`config.mk`:
```
export PLATFORM = sky130hd
export DESIGN_NAME = lz4bd_parser
export DESIGN_NICKNAME = d
export VERILOG_FILES = /design/src/sv/lz4_block_decoder_assert.svh /design/src/sv/lz4bd_pkg.sv /design/src/sv/lz4bd_parser.sv
export SDC_FILE = /design/constraint.sdc
export NUM_CORES = 1
export LEC_CHECK = 0
export ABC_CLOCK_PERIOD_IN_PS = 4700
export BUFFER_PORTS_ARGS = -buffer_cell sky130_fd_sc_hd__buf_2
export CORE_ASPECT_RATIO = 0.8
export CORE_MARGIN = 4
export CORE_UTILIZATION = 40
export CTS_BUF_LIST = sky130_fd_sc_hd__clkbuf_8
export DETAILED_ROUTE_END_ITERATION = 7
export PLACE_DENSITY = 0.67
export SYNTH_ARGS = -nofsm -noshare
export SYNTH_HDL_FRONTEND = slang
export SYNTH_SLANG_ARGS = --single-unit
```
`constraint.sdc`:
```
create_clock -name clk -period 4.7 [get_ports clk]
set_input_delay 0.47 -clock clk [delete_from_list [all_inputs] [get_ports clk]]
set_output_delay 0.47 -clock clk [all_outputs]
set_load 0.05 [all_outputs]
```
`src/sv/lz4_block_decoder_assert.svh`:
```
// Assertion macros used by the decoder RTL.
`ifndef LZ4_BLOCK_DECODER_ASSERT_SVH
`define LZ4_BLOCK_DECODER_ASSERT_SVH

// Same-cycle implication, off during reset.
`define LZ4BD_ASSERT_NOW(name, clk, rst, ante, cons) \
  name: assert property (@(posedge clk) disable iff (rst) (ante) |-> (cons)) \
    else $error("lz4 block decoder check failed");

// Next-cycle implication, off during reset.
`define LZ4BD_ASSERT_NEXT(name, clk, rst, ante, cons) \
  name: assert property (@(posedge clk) disable iff (rst) (ante) |=> (cons)) \
    else $error("lz4 block decoder check failed");

`endif

```
`src/sv/lz4bd_pkg.sv`:
```
package lz4bd_pkg;

  // block status codes
  localparam logic [1:0] ST_RUN       = 2'd0;
  localparam logic [1:0] ST_INPUT_END = 2'd1;
  localparam logic [1:0] ST_ZERO_OFF  = 2'd2;

  // per-item command from the parser to the history/output stage
  typedef struct packed {
    logic       emit;         // word carries a decompressed byte
    logic       from_hist;    // byte comes from the history read
    logic [7:0] lit_byte;     // literal byte
    logic       copy_pending;
    logic [1:0] status;
  } cmd_t;

endpackage

```
`src/sv/lz4bd_parser.sv`:
```
module lz4bd_parser #(
  parameter int WINDOW_BYTES = 65536,
  parameter int LENGTH_BITS  = 24,
  localparam int AW = $clog2(WINDOW_BYTES)
) (
  input  logic            clk,
  input  logic            rst,
  input  logic            accept,
  input  logic            req_type,
  input  logic [7:0]      in_byte,
  input  logic            in_last,
  output lz4bd_pkg::cmd_t cmd,
  output logic [AW-1:0]   rd_addr,
  output logic [AW-1:0]   wr_addr
);

  localparam logic [2:0] PH_TOKEN  = 3'd0;
  localparam logic [2:0] PH_LITEXT = 3'd1;
  localparam logic [2:0] PH_LIT    = 3'd2;
  localparam logic [2:0] PH_OFFLO  = 3'd3;
  localparam logic [2:0] PH_OFFHI  = 3'd4;
  localparam logic [2:0] PH_MATEXT = 3'd5;
  localparam logic [2:0] PH_COPY   = 3'd6;
  localparam logic [2:0] PH_DRAIN  = 3'd7;

  localparam logic [3:0]             NIB_EXT   = 4'd15;
  localparam logic [7:0]             BYTE_MORE = 8'd255;
  localparam logic [LENGTH_BITS-1:0] MIN_MATCH = LENGTH_BITS'(4);
  localparam logic [LENGTH_BITS-1:0] LEN_MAX   = {LENGTH_BITS{1'b1}};

  logic [AW-1:0]          wp, wp_next;
  logic [2:0]             phase, phase_next;
  logic [LENGTH_BITS-1:0] lit_rem, lit_rem_next;
  logic [LENGTH_BITS-1:0] mat_rem, mat_rem_next;
  logic [7:0]             off_lo, off_lo_next;
  logic [AW-1:0]          off, off_next;
  logic [3:0]             nib, nib_next;
  logic [1:0]             end_code, end_code_next;

  logic                   ended;
  logic                   copying;
  logic [AW-1:0]          wp_inc;
  logic [AW:0]            addr_diff;
  logic [15:0]            off_full;

  // offset modulo window: conditional subtracts, at most seven steps
  function automatic logic [AW-1:0] wrap_off(input logic [15:0] v);
    logic [23:0] r;
    r = {8'd0, v};
    for (int k = 6; k >= 0; k--) begin
      if (r >= (24'(WINDOW_BYTES) << k)) begin
        r = r - (24'(WINDOW_BYTES) << k);
      end
    end
    return r[AW-1:0];
  endfunction

  function automatic logic [LENGTH_BITS-1:0] sat_add(input logic [LENGTH_BITS-1:0] a,
                                                     input logic [7:0] b);
    logic [LENGTH_BITS:0] s;
    s = {1'b0, a} + (LENGTH_BITS+1)'(b);
    return s[LENGTH_BITS] ? LEN_MAX : s[LENGTH_BITS-1:0];
  endfunction

  assign ended    = (end_code != lz4bd_pkg::ST_RUN);
  assign copying  = (phase == PH_COPY) || (phase == PH_DRAIN);
  assign wp_inc   = (wp == AW'(WINDOW_BYTES - 1)) ? '0 : wp + AW'(1);
  assign off_full = {in_byte, off_lo};

  // copy source lies off bytes behind the write pointer, wrapped in the window
  assign addr_diff = {1'b0, wp} - {1'b0, off};
  assign rd_addr   = (wp >= off) ? addr_diff[AW-1:0]
                                 : AW'(addr_diff + (AW+1)'(WINDOW_BYTES));
  assign wr_addr   = wp;

  always_comb begin
    wp_next       = wp;
    phase_next    = phase;
    lit_rem_next  = lit_rem;
    mat_rem_next  = mat_rem;
    off_lo_next   = off_lo;
    off_next      = off;
    nib_next      = nib;
    end_code_next = end_code;
    cmd           = '0;
    cmd.lit_byte  = in_byte;

    if (accept && !ended) begin
      if (req_type) begin
        if (copying && (mat_rem != '0)) begin
          cmd.emit      = 1'b1;
          cmd.from_hist = 1'b1;
          wp_next       = wp_inc;
          mat_rem_next  = mat_rem - LENGTH_BITS'(1);
          if (mat_rem == LENGTH_BITS'(1)) begin
            if (phase == PH_DRAIN) begin
              end_code_next = lz4bd_pkg::ST_INPUT_END;
            end else begin
              phase_next = PH_TOKEN;
            end
          end
        end
      end else begin
        case (phase)
          PH_TOKEN: begin
            lit_rem_next = LENGTH_BITS'(in_byte[7:4]);
            nib_next     = in_byte[3:0];
            if (in_last) begin
              end_code_next = lz4bd_pkg::ST_INPUT_END;
            end else if (in_byte[7:4] == NIB_EXT) begin
              phase_next = PH_LITEXT;
            end else if (in_byte[7:4] != 4'd0) begin
              phase_next = PH_LIT;
            end else begin
              phase_next = PH_OFFLO;
            end
          end
          PH_LITEXT: begin
            lit_rem_next = sat_add(lit_rem, in_byte);
            if (in_last) begin
              end_code_next = lz4bd_pkg::ST_INPUT_END;
            end else if (in_byte != BYTE_MORE) begin
              phase_next = PH_LIT;
            end
          end
          PH_LIT: begin
            cmd.emit = 1'b1;
            wp_next  = wp_inc;
            if (lit_rem != '0) begin
              lit_rem_next = lit_rem - LENGTH_BITS'(1);
            end
            if (in_last) begin
              end_code_next = lz4bd_pkg::ST_INPUT_END;
            end else if (lit_rem <= LENGTH_BITS'(1)) begin
              phase_next = PH_OFFLO;
            end
          end
          PH_OFFLO: begin
            off_lo_next = in_byte;
            if (in_last) begin
              end_code_next = lz4bd_pkg::ST_INPUT_END;
            end else begin
              phase_next = PH_OFFHI;
            end
          end
          PH_OFFHI: begin
            if (off_full == 16'd0) begin
              end_code_next = lz4bd_pkg::ST_ZERO_OFF;
            end else begin
              off_next     = wrap_off(off_full);
              mat_rem_next = LENGTH_BITS'(nib) + MIN_MATCH;
              if ((nib == NIB_EXT) && !in_last) begin
                phase_next = PH_MATEXT;
              end else begin
                phase_next = in_last ? PH_DRAIN : PH_COPY;
              end
            end
          end
          PH_MATEXT: begin
            mat_rem_next = sat_add(mat_rem, in_byte);
            if ((in_byte != BYTE_MORE) || in_last) begin
              phase_next = in_last ? PH_DRAIN : PH_COPY;
            end
          end
          default: begin
            // copy phases drop compressed bytes
          end
        endcase
      end
    end

    cmd.status       = end_code_next;
    cmd.copy_pending = (end_code_next == lz4bd_pkg::ST_RUN) &&
                       ((phase_next == PH_COPY) || (phase_next == PH_DRAIN)) &&
                       (mat_rem_next != '0);
  end

  always_ff @(posedge clk) begin
    if (rst) begin
      wp       <= '0;
      phase    <= PH_TOKEN;
      lit_rem  <= '0;
      mat_rem  <= '0;
      off_lo   <= '0;
      off      <= '0;
      nib      <= '0;
      end_code <= lz4bd_pkg::ST_RUN;
    end else begin
      wp       <= wp_next;
      phase    <= phase_next;
      lit_rem  <= lit_rem_next;
      mat_rem  <= mat_rem_next;
      off_lo   <= off_lo_next;
      off      <= off_next;
      nib      <= nib_next;
      end_code <= end_code_next;
    end
  end

endmodule

```
==> results summary <==
The average size of a mapped cell is roughly 7.3 sq um. In this run the clock root is driven by a sky130_fd_sc_hd__clkbuf_8. Counting flops and latches in the post-synthesis netlist gives 97. Counting instances, the worst hold path has a depth of 3. In this run the critical register-to-register path is captured at lit_rem[6].

The count of nets left with antenna violations once routing finished came out at 0. The worst clock skew on the final layout is ~0.017 ns. The leakage power summed over all cells is between 3 and 4 nW. TritonCTS built the clock tree. The number of antenna violations at the first check in global routing is 1.

Measured in cells, the most critical reg-to-reg path has a length of 12. The number of enable flip-flop cells after synthesis is 0. The transition time of the tightest slew-check pin came out at approximately 1.1 ns. The sequential cell area is around 1900 sq um. The remaining global-route overflow is 0. The arrival time reported for the critical path endpoint is 4.04 ns.

The clock period minus final worst setup slack is between 4 and 5 ns. The count of buffers from port buffering came out at 57. The worst path required time is about 4.2 ns. In this run the power density over the cells is roughly 220 nW/um^2. For this run, the post-layout net count is approximately 1200. Yosys attributes the largest share of cell area to sky130_fd_sc_hd__dfxtp_1 24%, sky130_fd_sc_hd__ha_1 6.0%, sky130_fd_sc_hd__nor2_1 5.8%. The number of nets in the synthesized netlist is around 1200. The pre-antenna-repair detailed-routing pass consisted of 7 iterations.

The maximum level of the CTS H-tree is 3. The initial utilization of the core area, before any placement, comes to 0.408. After synthesis, the netlist uses between 90 and 100 different library cells. The worst setup path is launched from a flip-flop. The final worst-path cycle share is 0.959. The standard-cell row count is 46. The number of buffers inserted to repair setup after CTS is 0. Across every metal layer, demand over resource in global routing totals 0.227. The total die area is ~23000 sq um. The final hold violation count is 0. The routability congestion estimate from global placement is about 1.

The die boundary width is ~170 um. Hold repair after CTS inserted 0 buffers. The kind of critical path is reg2out. In the layout the commonest cells are 125 x sky130_fd_sc_hd__nor2_1, 103 x sky130_fd_sc_hd__nand2_1, 97 x sky130_fd_sc_hd__dfxtp_1. The floorplan step defined a core boundary enclosing between 15000 and 20000 sq um. Clock tree synthesis inserted a total of 9 buffers. Power comes to ~0.0019 W. Setup repair after global routing left no endpoint under its margin.

The total standard cell area after synthesis came out at roughly 8100 sq um. The pre-CTS setup slack came out at 0.316 ns. The library cell used most frequently in the layout, excluding fill and tap cells, is sky130_fd_sc_hd__nor2_1.

Fill cells in the final layout number 2031. The share of synthesized area in the top cell type comes to 0.241. The post-place instance area came out at 8610 sq um.

The clock network fraction of design power came out at 0.305. The detailed-route DRC error count came out at 0. The register share of total power is 0.459. The antenna diode count came out at 0.

Max-cap violations in this run came to 0. The layout overhead on the synthesized area came out at 9.55%. The count of yosys warnings during synthesis came out at 0.

The internal power is around 0.0012 W. The worst setup slack after layout is between 0.15 and 0.2 ns. For this design the top-level I/O count stands at 58. The sum of negative setup slack came out at 0 ns. The overall routed net length came out at ~26 mm. The average routed wire per standard cell is between 15 and 20 um. The terminating pin of the worst hold path is off[14]. The startpoint identified for the worst hold timing path is in_byte[6]. The number of setup violations in the final report came out at 0. The number of global-route vias before repair came out at about 7700.

At the later pin of the worst-skew pair, clock insertion delay measures 0.41 ns. The worst setup slack for register-to-register paths is 1.18 ns. The upper clock frequency limit came out at between 200 and 250 MHz.

STA classifies the critical path endpoint as an output pin. The estimated wirelength of the detail-placed design came out at between 15 and 20 mm. In this run the worst path has a maximum fanout of 6. Clock-pin slew was measured on the worst setup and hold paths at 0.12 ns. The path class of the tightest hold or removal check is in2reg. The largest net degree at the start of global routing is between 50 and 60. The global-route wire length before repair came out at 41.8 mm. The via count came out at about 8600.

The final max-slew violation count is 0. The sequential element share of the synthesized area came out at 0.241. After routing the design area is approximately 9000 sq um. The post-detailed-route via-to-cell ratio is 6.12. The worst-case vdd ir drop is between 0.0001 and 0.00015 V. The share of flip-flops with an asynchronous set or reset after synthesis is 0.

The relative contribution of combinational cells to total power came out at 0.236. The maximum buffer depth of the clock tree came out at 2. The number of clock sinks came out at 97. The multi-input combinational cell area is between 5000 and 6000 sq um. The net load switching power is 0.000696 W.

The count of mapped cells out of synthesis is roughly 1100. The post-cts repair resize count came out at 0. Of the total power, the share spent switching nets is 0.365.

The detailed router finished its first iteration with 1005 violations. Counting tap cells, the placed design contains a total of between 1000 and 1500 instances. The flow ran to the end, and the final reports show no timing, DRC or antenna violations. In this run the tightest slew margin relative to its limit is 0.254. The vertical extent of the die came out at 135 um.

In the final layout, the share of cells above drive strength 1 is 0.136. Of all cell types, the one taking the most synthesized area is sky130_fd_sc_hd__dfxtp_1. The worst register-to-register path begins at lit_rem[0].

The most used flip-flop cell after synthesis is sky130_fd_sc_hd__dfxtp_1. The count of placed standard cells in the final layout, fillers left out is 1399.
[through the flow]
stage,hold WS (ns),utilization
after global routing,0.457,0.447
after global placement,0.443,0.435
after CTS,0.439,0.445
final,0.441,0.447
after detailed placement,0.449,0.435
after floorplan,0.436,-
[registers in the layout, summed over array words and instances, names as in the netlist]
name      flops
phase         3
wr_addr      16
mat_rem      24
lit_rem      24
nib           4
off          16
off_lo        8
end_code      2
[synth_stat cells (5+ instances only)]
| master | count |
|---|---|
| sky130_fd_sc_hd__inv_1 | 49 |
| sky130_fd_sc_hd__a311oi_1 | 5 |
| sky130_fd_sc_hd__o21bai_1 | 5 |
| sky130_fd_sc_hd__nand2_1 | 103 |
| sky130_fd_sc_hd__nand2b_1 | 6 |
| sky130_fd_sc_hd__a21o_1 | 8 |
| sky130_fd_sc_hd__o31ai_1 | 16 |
| sky130_fd_sc_hd__nor3_1 | 34 |
| sky130_fd_sc_hd__or3_1 | 16 |
| sky130_fd_sc_hd__nor2b_1 | 14 |
| sky130_fd_sc_hd__nor4_2 | 5 |
| sky130_fd_sc_hd__or2_2 | 6 |
| sky130_fd_sc_hd__o21a_1 | 8 |
| sky130_fd_sc_hd__o311ai_0 | 5 |
| sky130_fd_sc_hd__nor2_1 | 125 |
| sky130_fd_sc_hd__or4_1 | 8 |
| sky130_fd_sc_hd__a211oi_1 | 15 |
| sky130_fd_sc_hd__mux2i_1 | 18 |
| sky130_fd_sc_hd__o22ai_1 | 9 |
| sky130_fd_sc_hd__a221oi_1 | 6 |
| sky130_fd_sc_hd__and2_1 | 7 |
| sky130_fd_sc_hd__and3_1 | 16 |
| sky130_fd_sc_hd__a22oi_1 | 6 |
| sky130_fd_sc_hd__nor4_1 | 20 |
| sky130_fd_sc_hd__a31oi_1 | 15 |
| sky130_fd_sc_hd__nand4_1 | 22 |
| sky130_fd_sc_hd__and4_1 | 7 |
| sky130_fd_sc_hd__o211ai_1 | 15 |
| sky130_fd_sc_hd__a211o_1 | 6 |
| sky130_fd_sc_hd__xor2_1 | 17 |
| sky130_fd_sc_hd__a21oi_1 | 87 |
| sky130_fd_sc_hd__clkbuf_1 | 41 |
| sky130_fd_sc_hd__ha_1 | 39 |
| sky130_fd_sc_hd__xnor2_1 | 21 |
| sky130_fd_sc_hd__dfxtp_1 | 97 |
| sky130_fd_sc_hd__buf_2 | 19 |
| sky130_fd_sc_hd__o21ai_0 | 60 |
| sky130_fd_sc_hd__nand3_1 | 38 |
| sky130_fd_sc_hd__buf_4 | 10 |
[power by group through the flow]
stage	Clock (W)	Combinational [W]	Sequential, W
floorplan	0	0.000328	0.000874
global placement	0	0.000430	0.000892
detailed placement	0	0.000433	0.000892
CTS	0.000596	0.000434	0.000873
global route	0.000622	0.000488	0.000879
finish	0.000580	0.000450	0.000875
[metal layers]
metal	track usage	vias up	routed length, um
met5	0	-	7
li1	-	4136	-
met4	0.0600	2	483
met1	0.337	3925	12100
met3	0.0623	43	2890
met2	0.322	457	10800
[critical path: stages, from the launching register on]
cell and delay [ns]:
sky130_fd_sc_hd__dfxtp_1 0.39, sky130_fd_sc_hd__ha_1 0.24, sky130_fd_sc_hd__fa_1 0.46, sky130_fd_sc_hd__a211oi_2 0.33, sky130_fd_sc_hd__o21ai_1 0.15, sky130_fd_sc_hd__a31oi_1 0.26, sky130_fd_sc_hd__o22ai_1 0.12, sky130_fd_sc_hd__a211o_1 0.33
sky130_fd_sc_hd__nor4_1 0.41, sky130_fd_sc_hd__nand4_1 0.25, sky130_fd_sc_hd__nor4_4 0.36, sky130_fd_sc_hd__a211oi_1 0.11, sky130_fd_sc_hd__buf_2 0.23
[logic make-up (layout without fill, tap and decap cells)]
kind of cell | count (synthesis) | in the layout | synth area share
AOI/OAI and AO/OA | 326 | 326 | 0.271
buffers and inverters | 124 | 160 | 0.0673
and+or+nand+nor | 452 | 452 | 0.286
xor gates and xnor gates | 38 | 38 | 0.0412
muxes | 20 | 20 | 0.0256
adders and majority gates | 42 | 42 | 0.0679
DFF | 97 | 97 | 0.241
[worst max path at each step]
stage,start,endpoint,slack [ns],depth (start not counted)
3_3_place_gp,in_byte[0],cmd[2],0.36,13
6_report,mat_rem[0],cmd[2],0.19,12
2_1_floorplan,in_byte[0],cmd[2],0.47,11
4_1_cts,mat_rem[0],cmd[2],0.04,12
5_1_grt,mat_rem[8],cmd[2],0.02,10
3_5_place_dp,in_byte[0],cmd[2],0.32,13
[cell type report]
type	count	share of cell area
clock inverters	6	0.00637
flip-flops and latches	97	0.220
inverters	50	0.0212
clock buffers	10	0.0156
multi-input cells	878	0.636
well taps	264	0.0374
repair buffers	94	0.0637
No activity file was read; power rests on OpenSTA's default activity.
